[src/rtl/bec_pkg.sv]
// Package for the battery EMA charge monitor: widths, register indexes,
// state-of-charge curve table. No dependencies.
`timescale 1ns / 1ps
package bec_pkg;
	localparam int VW = 21;
	localparam int CURVE_MAX = 32;
	localparam int CURVE_POINTS_DEF = 22;
	localparam logic [VW-1:0] V_MAX = 21'h1FFFFF;

	typedef enum logic [1:0] {
		REG_FAST_ALPHA = 2'd0,
		REG_SLOW_ALPHA = 2'd1,
		REG_MARGIN     = 2'd2,
		REG_DIVIDER    = 2'd3
	} reg_idx_t;

	function automatic logic [12:0] curve_mv(input logic [4:0] i);
		case (i)
			5'd0: curve_mv = 13'd4200;  5'd1: curve_mv = 13'd4150;
			5'd2: curve_mv = 13'd4110;  5'd3: curve_mv = 13'd4080;
			5'd4: curve_mv = 13'd4020;  5'd5: curve_mv = 13'd3980;
			5'd6: curve_mv = 13'd3950;  5'd7: curve_mv = 13'd3910;
			5'd8: curve_mv = 13'd3870;  5'd9: curve_mv = 13'd3850;
			5'd10: curve_mv = 13'd3840; 5'd11: curve_mv = 13'd3820;
			5'd12: curve_mv = 13'd3800; 5'd13: curve_mv = 13'd3790;
			5'd14: curve_mv = 13'd3770; 5'd15: curve_mv = 13'd3750;
			5'd16: curve_mv = 13'd3730; 5'd17: curve_mv = 13'd3710;
			5'd18: curve_mv = 13'd3690; 5'd19: curve_mv = 13'd3610;
			5'd20: curve_mv = 13'd3500; 5'd21: curve_mv = 13'd3300;
			default: curve_mv = 13'd0;
		endcase
	endfunction

	function automatic logic [6:0] curve_pct(input logic [4:0] i);
		case (i)
			5'd0: curve_pct = 7'd100; 5'd1: curve_pct = 7'd95;
			5'd2: curve_pct = 7'd90;  5'd3: curve_pct = 7'd85;
			5'd4: curve_pct = 7'd80;  5'd5: curve_pct = 7'd75;
			5'd6: curve_pct = 7'd70;  5'd7: curve_pct = 7'd65;
			5'd8: curve_pct = 7'd60;  5'd9: curve_pct = 7'd55;
			5'd10: curve_pct = 7'd50; 5'd11: curve_pct = 7'd45;
			5'd12: curve_pct = 7'd40; 5'd13: curve_pct = 7'd35;
			5'd14: curve_pct = 7'd30; 5'd15: curve_pct = 7'd25;
			5'd16: curve_pct = 7'd20; 5'd17: curve_pct = 7'd15;
			5'd18: curve_pct = 7'd10; 5'd19: curve_pct = 7'd5;
			5'd20: curve_pct = 7'd2;  5'd21: curve_pct = 7'd0;
			default: curve_pct = 7'd0;
		endcase
	endfunction
endpackage

[src/rtl/battery_ema_charge_and_percent_top.sv]
// Top level of the battery EMA charge monitor. Depends on bec_pkg,
// bec_sermul (serial multiplier) and bec_soc (curve interpolation).
//
// Usage: one input word (pin_millivolts, reading_ok) on in_valid/in_stall;
// one result word per input on out_valid/out_stall. Configuration is written
// through cfg_valid/cfg_ready/cfg_index/cfg_data; the user must write it only
// while idle, the block does not enforce this. cfg_ready is always high.
// One word at a time: input is taken when no result is in work. Steps to
// out_valid: the divider multiply, the fast and slow average updates, then a
// curve scan, a multiply, a rounding step, a divide and a capture step for
// the percent. A bad reading skips the divider multiply and the averages;
// one before any good reading goes straight to the output state. A voltage
// at a curve end skips the scan, multiply and divide; a first good reading
// skips the average updates. The next word is taken in the cycle after the
// result is accepted. Reset clears both averages, the have-reading and
// charging flags and restores register defaults. While the receiver stalls,
// the result holds in the output register and no new input is accepted.
`timescale 1ns / 1ps
module battery_ema_charge_and_percent_top import bec_pkg::*; #(
	parameter int CURVE_POINTS = CURVE_POINTS_DEF
) (
	input  logic          clk,
	input  logic          arst_n,
	input  logic          in_valid,
	output logic          in_stall,
	input  logic [11:0]   pin_millivolts,
	input  logic          reading_ok,
	output logic          out_valid,
	input  logic          out_stall,
	output logic [6:0]    percent,
	output logic          percent_valid,
	output logic [20:0]   battery_voltage,
	output logic          charging,
	input  logic          cfg_valid,
	output logic          cfg_ready,
	input  logic [1:0]    cfg_index,
	input  logic [15:0]   cfg_data
);
	typedef enum logic [2:0] {T_IDLE, T_SCALE, T_FAST, T_SLOW, T_PCT, T_OUT, T_SOC} st_t;
	st_t st_q;
	logic [15:0] fa_q, sa_q, mg_q, dr_q;
	logic [VW-1:0] fast_q, slow_q, v_q;
	logic have_q, chg_q;

	logic m_start, m_done;
	logic [15:0] m_a;
	logic signed [22:0] m_b;
	logic signed [38:0] m_p;
	bec_sermul #(.AW(16), .BW(23)) u_mul (.clk, .arst_n, .start(m_start), .a(m_a),
		.b(m_b), .done(m_done), .prod(m_p));

	logic s_start, s_done;
	logic [6:0] s_pct;
	bec_soc #(.CURVE_POINTS(CURVE_POINTS)) u_soc (.clk, .arst_n, .start(s_start),
		.v(fast_q), .done(s_done), .pct(s_pct));

	logic [11:0] pin_q;
	assign cfg_ready = 1'b1;
	assign in_stall = (st_q != T_IDLE);

	logic [32:0] sc;
	assign sc = 33'(m_p) >> 6;
	logic [VW-1:0] vsat;
	assign vsat = (sc > 33'(V_MAX)) ? V_MAX : sc[VW-1:0];

	// fast delta taken from the scaled reading as it leaves the multiplier
	logic signed [22:0] dfast, dslow;
	assign dfast = $signed({2'b0, vsat}) - $signed({2'b0, fast_q});
	assign dslow = $signed({2'b0, v_q}) - $signed({2'b0, slow_q});
	logic [VW-1:0] upd;
	assign upd = VW'($signed({18'd0, (st_q == T_FAST) ? fast_q : slow_q}) + (m_p >>> 16));

	always_comb begin
		m_start = 1'b0; m_a = dr_q; m_b = 23'(pin_q);
		s_start = 1'b0;
		case (st_q)
			T_IDLE: begin
				m_start = in_valid && reading_ok && have_q;
				m_a = dr_q; m_b = 23'(pin_millivolts);
			end
			T_SCALE: begin m_start = m_done && have_q; m_a = fa_q; m_b = dfast; end
			T_FAST: begin m_start = m_done; m_a = sa_q; m_b = dslow; end
			default: ;
		endcase
		if (st_q == T_SLOW && m_done) s_start = 1'b1;
		if (st_q == T_IDLE && in_valid && !(reading_ok) && have_q) s_start = 1'b1;
		if (st_q == T_IDLE && in_valid && reading_ok && !have_q) m_start = 1'b1;
		if (st_q == T_SOC) s_start = 1'b1;
	end

	always_ff @(posedge clk or negedge arst_n) begin
		if (!arst_n) begin
			st_q <= T_IDLE;
			out_valid <= 1'b0;
			fa_q <= 16'd13107; sa_q <= 16'd1311; mg_q <= 16'd2560; dr_q <= 16'd27525;
			fast_q <= '0; slow_q <= '0; have_q <= 1'b0; chg_q <= 1'b0;
		end else begin
			if (cfg_valid) begin
				case (cfg_index)
					REG_FAST_ALPHA: fa_q <= cfg_data;
					REG_SLOW_ALPHA: sa_q <= cfg_data;
					REG_MARGIN:     mg_q <= cfg_data;
					REG_DIVIDER:    dr_q <= cfg_data;
					default: ;
				endcase
			end
			case (st_q)
				T_IDLE: if (in_valid) begin
					pin_q <= pin_millivolts;
					if (reading_ok) st_q <= T_SCALE;
					else if (have_q) st_q <= T_PCT;
					else st_q <= T_OUT;
				end
				T_SCALE: if (m_done) begin
					v_q <= vsat;
					if (!have_q) begin
						fast_q <= vsat; slow_q <= vsat; have_q <= 1'b1;
						st_q <= T_SOC;
					end else st_q <= T_FAST;
				end
				T_SOC: st_q <= T_PCT;
				T_FAST: if (m_done) begin fast_q <= upd; st_q <= T_SLOW; end
				T_SLOW: if (m_done) begin
					slow_q <= upd;
					if (fast_q > upd && fast_q - upd > VW'(mg_q)) chg_q <= 1'b1;
					else if (upd > fast_q && upd - fast_q > VW'(mg_q)) chg_q <= 1'b0;
					st_q <= T_PCT;
				end
				T_PCT: if (s_done) begin
					percent <= s_pct; percent_valid <= 1'b1;
					battery_voltage <= fast_q; charging <= chg_q;
					out_valid <= 1'b1; st_q <= T_OUT;
				end
				T_OUT: begin
					if (!out_valid) begin
						percent <= '0; percent_valid <= 1'b0;
						battery_voltage <= '0; charging <= chg_q;
						out_valid <= 1'b1;
					end else if (!out_stall) begin
						out_valid <= 1'b0; st_q <= T_IDLE;
					end
				end
				default: st_q <= T_IDLE;
			endcase
		end
	end

`ifndef SYNTHESIS
	a_out_idle: assert property (@(posedge clk) disable iff (!arst_n)
		out_valid |-> st_q == T_OUT) else $error("result word outside output state");
	a_have: assert property (@(posedge clk) disable iff (!arst_n)
		$fell(have_q) |-> 1'b0) else $error("have flag dropped");
	a_no_accept: assert property (@(posedge clk) disable iff (!arst_n)
		out_valid |-> in_stall) else $error("input taken while result pending");
`endif
endmodule

[src/rtl/bec_sermul.sv]
// Bit-serial shift-add multiplier: unsigned a times signed/unsigned b,
// one bit of a per cycle. Imports bec_pkg but uses nothing from it.
`timescale 1ns / 1ps
module bec_sermul import bec_pkg::*; #(
	parameter int AW = 16,
	parameter int BW = 23,
	parameter int PW = AW + BW
) (
	input  logic                 clk,
	input  logic                 arst_n,
	input  logic                 start,
	input  logic [AW-1:0]        a,
	input  logic signed [BW-1:0] b,
	output logic                 done,
	output logic signed [PW-1:0] prod
);
	localparam int CW = $clog2(AW + 1);
	logic [AW-1:0] a_q;
	logic signed [PW-1:0] b_q;
	logic [CW-1:0] cnt_q;
	logic busy_q;

	always_ff @(posedge clk or negedge arst_n) begin
		if (!arst_n) begin
			busy_q <= 1'b0;
			cnt_q <= '0;
			done <= 1'b0;
		end else begin
			done <= 1'b0;
			if (start) begin
				busy_q <= 1'b1;
				cnt_q <= CW'(AW);
				a_q <= a;
				b_q <= PW'(b);
				prod <= '0;
			end else if (busy_q) begin
				if (a_q[0]) prod <= prod + b_q;
				a_q <= a_q >> 1;
				b_q <= b_q <<< 1;
				cnt_q <= cnt_q - 1'b1;
				if (cnt_q == CW'(1)) begin
					busy_q <= 1'b0;
					done <= 1'b1;
				end
			end
		end
	end
endmodule

[src/rtl/bec_soc.sv]
// State-of-charge interpolation: walks the curve one segment per cycle,
// then serial-multiplies and divides restoring one bit per cycle. Uses bec_pkg.
`timescale 1ns / 1ps
module bec_soc import bec_pkg::*; #(
	parameter int CURVE_POINTS = CURVE_POINTS_DEF
) (
	input  logic          clk,
	input  logic          arst_n,
	input  logic          start,
	input  logic [VW-1:0] v,
	output logic          done,
	output logic [6:0]    pct
);
	localparam int NP = (CURVE_POINTS < 2) ? 2 :
		((CURVE_POINTS > CURVE_MAX) ? CURVE_MAX : CURVE_POINTS);
	localparam logic [4:0] LAST = 5'(NP - 1);
	// num = dp*(v-lo)*2+den < 2^33; den < 2^22
	localparam int NW = 34;

	typedef enum logic [2:0] {S_IDLE, S_SCAN, S_MUL, S_DIV, S_FIN} st_t;
	st_t st_q;
	logic [4:0] i_q;
	logic [6:0] plo_q, dp_q;
	logic [VW:0] den_q, dv_q, rem_q;
	logic [NW-1:0] num_q;
	logic [5:0] cnt_q;

	logic [VW:0] hi, lo;
	logic [6:0] phi, plo;
	assign hi = {1'b0, curve_mv(i_q), 8'd0};
	assign lo = {1'b0, curve_mv(i_q + 5'd1), 8'd0};
	assign phi = curve_pct(i_q);
	assign plo = curve_pct(i_q + 5'd1);
	logic [VW+2:0] trial;
	assign trial = {1'b0, rem_q, num_q[NW-1]} - {1'b0, den_q, 1'b0};

	always_ff @(posedge clk or negedge arst_n) begin
		if (!arst_n) begin
			st_q <= S_IDLE;
			done <= 1'b0;
			i_q <= '0;
			cnt_q <= '0;
		end else begin
			done <= 1'b0;
			case (st_q)
				S_IDLE: if (start) begin
					i_q <= '0;
					if ({1'b0, v} >= {1'b0, curve_mv(5'd0), 8'd0}) begin
						pct <= 7'd100; done <= 1'b1;
					end else if ({1'b0, v} <= {1'b0, curve_mv(LAST), 8'd0}) begin
						pct <= 7'd0; done <= 1'b1;
					end else st_q <= S_SCAN;
				end
				S_SCAN: begin
					if ({1'b0, v} <= hi && {1'b0, v} >= lo) begin
						if (hi == lo || phi < plo) begin
							pct <= (hi == lo) ? phi : plo;
							done <= 1'b1;
							st_q <= S_IDLE;
						end else begin
							plo_q <= plo;
							dp_q <= phi - plo;
							den_q <= hi - lo;
							dv_q <= {1'b0, v} - lo;
							num_q <= '0;
							cnt_q <= 6'd7;
							st_q <= S_MUL;
						end
					end else if (i_q + 5'd1 >= LAST) begin
						pct <= 7'd0; done <= 1'b1; st_q <= S_IDLE;
					end else i_q <= i_q + 5'd1;
				end
				S_MUL: begin
					// shift-add over dp bits, msb first
					num_q <= (num_q << 1) + (dp_q[6] ? NW'(dv_q) : '0);
					dp_q <= dp_q << 1;
					cnt_q <= cnt_q - 1'b1;
					if (cnt_q == 6'd1) st_q <= S_FIN;
				end
				S_FIN: begin
					num_q <= (num_q << 1) + NW'(den_q);
					rem_q <= '0;
					cnt_q <= 6'(NW);
					st_q <= S_DIV;
				end
				S_DIV: begin
					// restoring divide by 2*den; quotient bits shift into num_q
					if (!trial[VW+2]) begin
						rem_q <= trial[VW:0];
						num_q <= {num_q[NW-2:0], 1'b1};
					end else begin
						rem_q <= {rem_q[VW-1:0], num_q[NW-1]};
						num_q <= {num_q[NW-2:0], 1'b0};
					end
					cnt_q <= cnt_q - 1'b1;
					if (cnt_q == 6'd1) st_q <= S_IDLE;
					if (cnt_q == 6'd1) done <= 1'b1;
					if (cnt_q == 6'd1)
						pct <= 7'(plo_q + (trial[VW+2] ? {num_q[5:0], 1'b0} :
							{num_q[5:0], 1'b1}));
				end
				default: st_q <= S_IDLE;
			endcase
		end
	end
endmodule

[config.mk]
export PLATFORM = sky130hd
export DESIGN_NAME = battery_ema_charge_and_percent_top
export DESIGN_NICKNAME = d
export VERILOG_FILES = /design/src/rtl/bec_pkg.sv /design/src/rtl/battery_ema_charge_and_percent_top.sv /design/src/rtl/bec_sermul.sv /design/src/rtl/bec_soc.sv
export SDC_FILE = /design/constraint.sdc
export NUM_CORES = 1
export LEC_CHECK = 0
export ABC_AREA = 1
export BUFFER_PORTS_ARGS = -buffer_cell sky130_fd_sc_hd__buf_2
export CORE_MARGIN = 2
export CORE_UTILIZATION = 53
export CTS_CLUSTER_DIAMETER = 60
export DETAILED_ROUTE_END_ITERATION = 16
export PLACE_DENSITY_LB_ADDON = 0.3
export SYNTH_ARGS = -nofsm -noshare
export SYNTH_HDL_FRONTEND = slang
export SYNTH_SLANG_ARGS = --single-unit
[constraint.sdc]
create_clock -name clk -period 5.4 [get_ports clk]
set_clock_uncertainty 0.2 [all_clocks]
set_input_delay 0 -clock clk [delete_from_list [all_inputs] [get_ports clk]]
set_output_delay 0 -clock clk [all_outputs]
set_load 0.01 [all_outputs]
**Word-level counts from Yosys, hierarchy flattened**

Memory sizes are Yosys's and may differ from the RTL's.
Cells that the tools add are included.
Widths: inputs -> output; s select.

- $add $sub $neg: 16
- $lt $le $gt $ge: 11
- Eq/ne operators: 37
- Multiplexer cells: 100
- Bitwise gates (word level): 1
- Reductions and logical operators: 53

Operators by type and width:

| cell | number |
|---|---|
| $mux 39 | 4 |
| $mux 21 | 7 |
| $pmux 34 s4 | 1 |
| $pmux 21 s2 | 3 |
| $sub 21x21->22 | 4 |
| $mux 7 | 12 |
| $pmux 23 s3 | 1 |
| $add 34x22->34 | 2 |
| $mux 34 | 2 |
| $mux 3 | 16 |
| $mux 22 | 2 |
| $pmux 22 s2 | 1 |
| $gt 21x16->1 | 2 |
| $gt 21x21->1 | 2 |
| $sub 21x21->21 | 2 |
| $add 39x39->39 | 1 |
| $mux 16 | 2 |
| $pmux 16 s2 | 1 |
| $mux 1 | 28 |
| $pmux 7 s2 | 2 |
| $reduce_and 4->1 | 7 |
| $gt 27x21->1 const B | 1 |
| $mux 5 | 5 |
| $sub 23x23->24 | 1 |
| 47 further kinds | 109 |

- Register bits after elaboration: 412
- Bits in read-only memories: 1216
- Bits of input ports: 36
- Output and inout port bits: 33
- Logic and storage cells: 255
- Memories: 4

Memory list:

| name | depth | bits a word | read ports | clocked after Yosys merged registers in | write ports | line | source |
|---|---|---|---|---|---|---|---|
| (no name shown) | 32 | 12 | 1 | 0 | 0 | bec_pkg.sv:18 | `case (i)` |
| (no name shown) | 32 | 12 | 1 | 0 | 0 | bec_pkg.sv:18 |  |
| (no name shown) | 32 | 7 | 1 | 0 | 0 | bec_pkg.sv:35 | `case (i)` |
| (no name shown) | 32 | 7 | 1 | 0 | 0 | bec_pkg.sv:35 |  |

**Longest topological paths before layout**

- Word-level depth: 8
- Mapped depth: 42

**Hierarchy**

Synthesis repeated with hierarchy kept, for this count alone.

- Cells, all modules: 4407
- Area, all modules: 32336.0 µm²

By module, submodules not included:

| module | instances | cells an instance | area an instance (µm²) |
|---|---|---|---|
| battery_ema_charge_and_percent_top | 1 | 1883 | 13782.0 |
| bec_soc | 1 | 1498 | 11332.1 |
| bec_sermul | 1 | 1026 | 7221.9 |

**Worst setup path after synthesis**

OpenSTA, ideal clock, no wires.

- Kind: register -> register
- Start point: register u_soc.i_q[1]
- End point: register u_soc.den_q[10] (enable)
- Arrival: 5.253 ns
- Data required time: 4.759 ns
- Slack: -0.494 ns
- Cell stages (with the launch flop): 25
- Path buffers: 1
- Clock period less this slack: 5.894 ns
- Cells stage by stage: dfrtp_1 > ha_1 > inv_1 > ha_1 > clkbuf_1 > inv_1 > o21ai_0 > o21ai_0 > nand2_1 > nand2_1 > ha_1 > nand3_1 > nand2_1 > a21oi_2 > o21ai_1 > nand2_1 > nand2_1 > a21oi_2 > o21ai_1 > nand2_1 > nand3b_1 > nand2_2 > nor2_1 > nand2_1 > nor2_1

- Cells in the longest elaborated chain, start to end: 6
- Elaborated cells on any way between the ends: 13
- Those cells by class: 1 x add/sub; 3 x order compare; 1 x eq/ne; 1 x bitwise; 3 x reduce/logical; 4 x memory

Ends and longest elaborated chain:

| item | line | source |
|---|---|---|
| from (decl) | bec_soc.sv:22 | `logic [4:0] i_q;` |
| from (signal assigned) | bec_soc.sv:71 | `end else i_q <= i_q + 5'd1;` |
| parallel branches: the longest is 5 deep, another holds $ge 21x21->1 | -- |  |
| $reduce_and 4->1 (no line) (*) | -- |  |
| to (signal assigned) | bec_soc.sv:63 | `den_q <= hi - lo;` |
| to (decl) | bec_soc.sv:24 | `logic [VW:0] den_q, dv_q, rem_q;` |

Every way passes the cells marked *.
A chain may end at the register's enable or synchronous reset.

**Final worst setup path**

- Start point: register st_q[0]
- End point: register chg_q

- Cells in the longest elaborated chain, start to end: 8
- Elaborated cells on any way between the ends: 15
- Those cells by class: 3 x add/sub; 4 x order compare; 2 x eq/ne; 2 x mux; 4 x reduce/logical

Ends and longest elaborated chain:

| item | line | source |
|---|---|---|
| from (decl) | battery_ema_charge_and_percent_top.sv:40 | `st_t st_q;` |
| from (signal assigned) | battery_ema_charge_and_percent_top.sv:93 | `st_q <= T_IDLE;` |
| from (signal assigned) | battery_ema_charge_and_percent_top.sv:110 | `if (reading_ok) st_q <= T_SCALE;` |
| from (signal assigned) | battery_ema_charge_and_percent_top.sv:111 | `else if (have_q) st_q <= T_PCT;` |
| $eq 3x2->1 | battery_ema_charge_and_percent_top.sv:71 | `assign upd = VW'($signed({18'd0, (st_q == T_FAST) ? fast_q : slow_q}) + (m_p >>> 16));` |
| $mux 21 | battery_ema_charge_and_percent_top.sv:71 |  |
| $add 21x21->21 | battery_ema_charge_and_percent_top.sv:71 |  |
| $sub 21x21->21 (on tied branches) | battery_ema_charge_and_percent_top.sv:125, battery_ema_charge_and_percent_top.sv:126 |  |
| $gt 21x16->1 (on tied branches) | battery_ema_charge_and_percent_top.sv:125, battery_ema_charge_and_percent_top.sv:126 |  |
| $logic_and 1x1->1 (on tied branches) | battery_ema_charge_and_percent_top.sv:125, battery_ema_charge_and_percent_top.sv:126 |  |
| $reduce_bool 2->1 (no line) | -- |  |
| $reduce_and 3->1 (no line) | -- |  |
| to (signal assigned) | battery_ema_charge_and_percent_top.sv:96 | `fast_q <= '0; slow_q <= '0; have_q <= 1'b0; chg_q <= 1'b0;` |
| to (signal assigned) | battery_ema_charge_and_percent_top.sv:125 | `if (fast_q > upd && fast_q - upd > VW'(mg_q)) chg_q <= 1'b1;` |
| to (signal assigned) | battery_ema_charge_and_percent_top.sv:126 | `else if (upd > fast_q && upd - fast_q > VW'(mg_q)) chg_q <= 1'b0;` |
| to (decl) | battery_ema_charge_and_percent_top.sv:43 | `logic have_q, chg_q;` |

Several ways; a longest one is shown, not always the timed one.

==> results.json <==
{
  "outcome": "finished clean",
  "routedWlPerCell_um": 18.15,
  "die_h_um": 243.7,
  "postLayoutCoreUtil": 0.6107,
  "yosys_warnings": 0,
  "period_needed_ns": 5.105,
  "hold_viol_final": 0,
  "syn_area_per_cell_um2": 7.502,
  "fmax_ghz": 0.1959,
  "clockBufferDepth": 3,
  "synth_edf_count": 255,
  "netlist_instances": 4058,
  "gp_congestion": 0.9545,
  "drt_pass1_iterations": 6,
  "synth_most_common_cell": "nand2_1",
  "insertion_delay_ns": 0.61,
  "ant_nets": 0,
  "numPortBuffers": 67,
  "slowest_stage": "dfrtp_1",
  "finalSetupTns_ns": 0,
  "slew_viol_final": 0,
  "cts_root_buffer": "clkbuf_16",
  "nNetsFinal": 4528,
  "io_pins": 69,
  "synth_top_cell_by_area": "edfxtp_1",
  "synth_ff_type": "edfxtp_1",
  "synthTopCellsByArea": "edfxtp_1 25%, nand2_1 11%, ha_1 11%",
  "htreeDepth": 2,
  "worst-slew-pin-transition_ns": 1.216,
  "drtIter0Drc": 2667,
  "synth-async-reset-ratio": 0.3445,
  "synth_area_mm2": 0.03044,
  "synthTopCellsByCount": "925 x nand2_1, 567 x inv_1, 383 x o21ai_0",
  "die-area_mm2": 0.05938,
  "rows": 87,
  "critical_path_peak_fanout": 6,
  "netlist.area_leader.share": 0.2515,
  "grt_max_degree": 73,
  "drc": 0,
  "fillers": 5140,
  "ys_seq_elements": 389,
  "critPathLaunchType": "register",
  "grt_usage": 0.2996,
  "cap_viol_max_count": 0,
  "die_w_um": 243.7,
  "hold_class": "input port to register",
  "cts.sinks": 389,
  "overflow": 0,
  "synth_seq_area_share": 0.3627,
  "crit_type": "register to register",
  "antenna_found_initial": 1,
  "cts_buffers": 49,
  "cts.clk_slew.worst_paths_ns": 0.06,
  "diodes": 0,
  "endpoint_kind": "register",
  "period_share": 0.9454,
  "synth_nets": 4379,
  "final_layout_size_suffix_gt1_frac": 0.1112,
  "syn_to_final_growth_pct": 13.55,
  "grt_pass1_wl_mm": 141.7,
  "core_region_area_mm2": 0.05660,
  "vias_per_cell": 5.675,
  "drt_wl_total_mm": 90.78,
  "setup_viol": 0,
  "relSlewSlack": 0.1883,
  "place.detailed.hpwl_mm": 68.08,
  "num_vias": 28380,
  "cp.required_ns": 5.68,
  "cp_slowest_stage_delay_ns": 0.42,
  "start_util": 0.5378,
  "synth.distinct_cells": 66,
  "path_common_cell": "nand2_1",
  "cts_tree": "built",
  "cp.arrival_ns": 5.38,
  "grt_pass1_vias": 26500
}
==> per-stage QoR <==
stage          cells  cell area [µm²]  setup WS [ns]  hold slack [ns]
6_report        5001            34570         0.2947          0.06580
5_1_grt         5001            34570       -0.09529          0.09366
4_1_cts         4976            33940         0.1476          0.03079
3_5_place_dp    4851            31970         0.1991          -0.1937
3_3_place_gp    4851            31970         0.2496          -0.1943
2_1_floorplan   4058            30450         0.2009          -0.4956
==> cell families after synthesis <==
kind of cell | Yosys count | synth area share
AND/OR/NAND/NOR | 1606 | 0.2186
AO/OA/AOI/OAI | 957 | 0.1767
buffers and inverters | 703 | 0.08795
flip-flops | 389 | 0.3627
adder cells (fa/ha/maj) | 285 | 0.1203
XOR/XNOR | 117 | 0.03366
other | 1 | 0.0001232
==> routing by layer <==
metal  GRT usage  part of all wire
met2      0.4881              0.46
met1      0.4045              0.43
met5           0                 0
met4      0.1185             0.040
met3     0.04076             0.072
==> critical path: cells and delay by family, from the launching register on <==
kind / cells / cell delay, ns
AO/OA/AOI/OAI: 5 / 0.58
buffers and inverters: 7 / 0.69
flip-flops: 1 / 0.42
adder cells (fa/ha/maj): 4 / 1.10
XOR/XNOR: 2 / 0.38
AND/OR/NAND/NOR: 18 / 1.59
==> path summary, 6_finish.rpt <==
path / to / slack [ns] / startpoint / depth (start not counted)
setup / recovery: chg_q$_DFFE_PN0P_ / 0.29 / st_q[0]$_DFFE_PN0P_ / 36
hold / removal: mg_q[11]$_DFFE_PN1P_ / 0.07 / cfg_data[11] / 4
setup reg to reg: chg_q$_DFFE_PN0P_ / 0.29 / st_q[0]$_DFFE_PN0P_ / 36
hold reg to reg: charging$_DFFE_PP_ / 0.27 / chg_q$_DFFE_PN0P_ / 0
max in group asynchronous: dr_q[10]$_DFFE_PN0P_ / 3.18 / arst_n / 4
min in group asynchronous: fast_q[20]$_DFFE_PN0P_ / 0.34 / arst_n / 3
==> area by class of cell <==
cell class,count,area (µm²),share of cell area
Clock buffer,57,1319,0.03815
Clock inverter,32,287.8,0.008325
Inverter,591,2218,0.06417
Multi-Input combinational cell,2966,17170,0.4966
Sequential cell,389,11040,0.3194
Tap cell,756,945.9,0.02736
Timing Repair Buffer,210,1588,0.04593
==> registers in the layout (all words and copies together) (netlist names), 13 cells and up <==
register,count
u_soc.num_q,34
battery_voltage,21
u_soc.rem_q,22
u_mul.prod,37
dr_q,16
fast_q,21
slow_q,21
mg_q,16
u_soc.dv_q,22
u_mul.b_q,37
u_mul.a_q,16
v_q,21
sa_q,16
u_soc.den_q,13
fa_q,16
==> cell usage in the layout (no fill, tap or decap), types with 18 or more instances in the layout <==
master	Yosys	layout
o21ai_0	383	379
or2_2	18	18
o21bai_1	18	18
a21oi_1	343	332
nand3_1	162	158
edfxtp_1	255	255
buf_4	1	100
xnor2_1	35	34
buf_2	14	66
a21o_1	18	18
o21ai_1	18	20
nand2_2	23	40
nand2_1	925	904
nor2_2	8	21
o22ai_1	19	19
nor3_1	23	21
a21oi_2	12	23
ha_1	272	257
dfstp_2	25	25
o221ai_1	20	20
nor2_1	360	340
xor2_1	82	77
a31oi_1	21	20
dfrtp_1	109	109
o211ai_1	31	31
inv_2	22	31
nand4_1	45	45
clkbuf_16	0	53
dlygate4sd3_1	0	36
inv_1	567	558
==> what timing repair did <==
action / CTS / global route
endpoints found under the hold margin: 183 / 0
resized for setup: 0 / 107
buffers inserted: 0 / 23
hold buffers: 36 / 0
endpoints found under the setup margin: 0 / 1
Power is not shown: default switching activity piles up to over one toggle a cycle in this logic, so the estimate is an artifact.
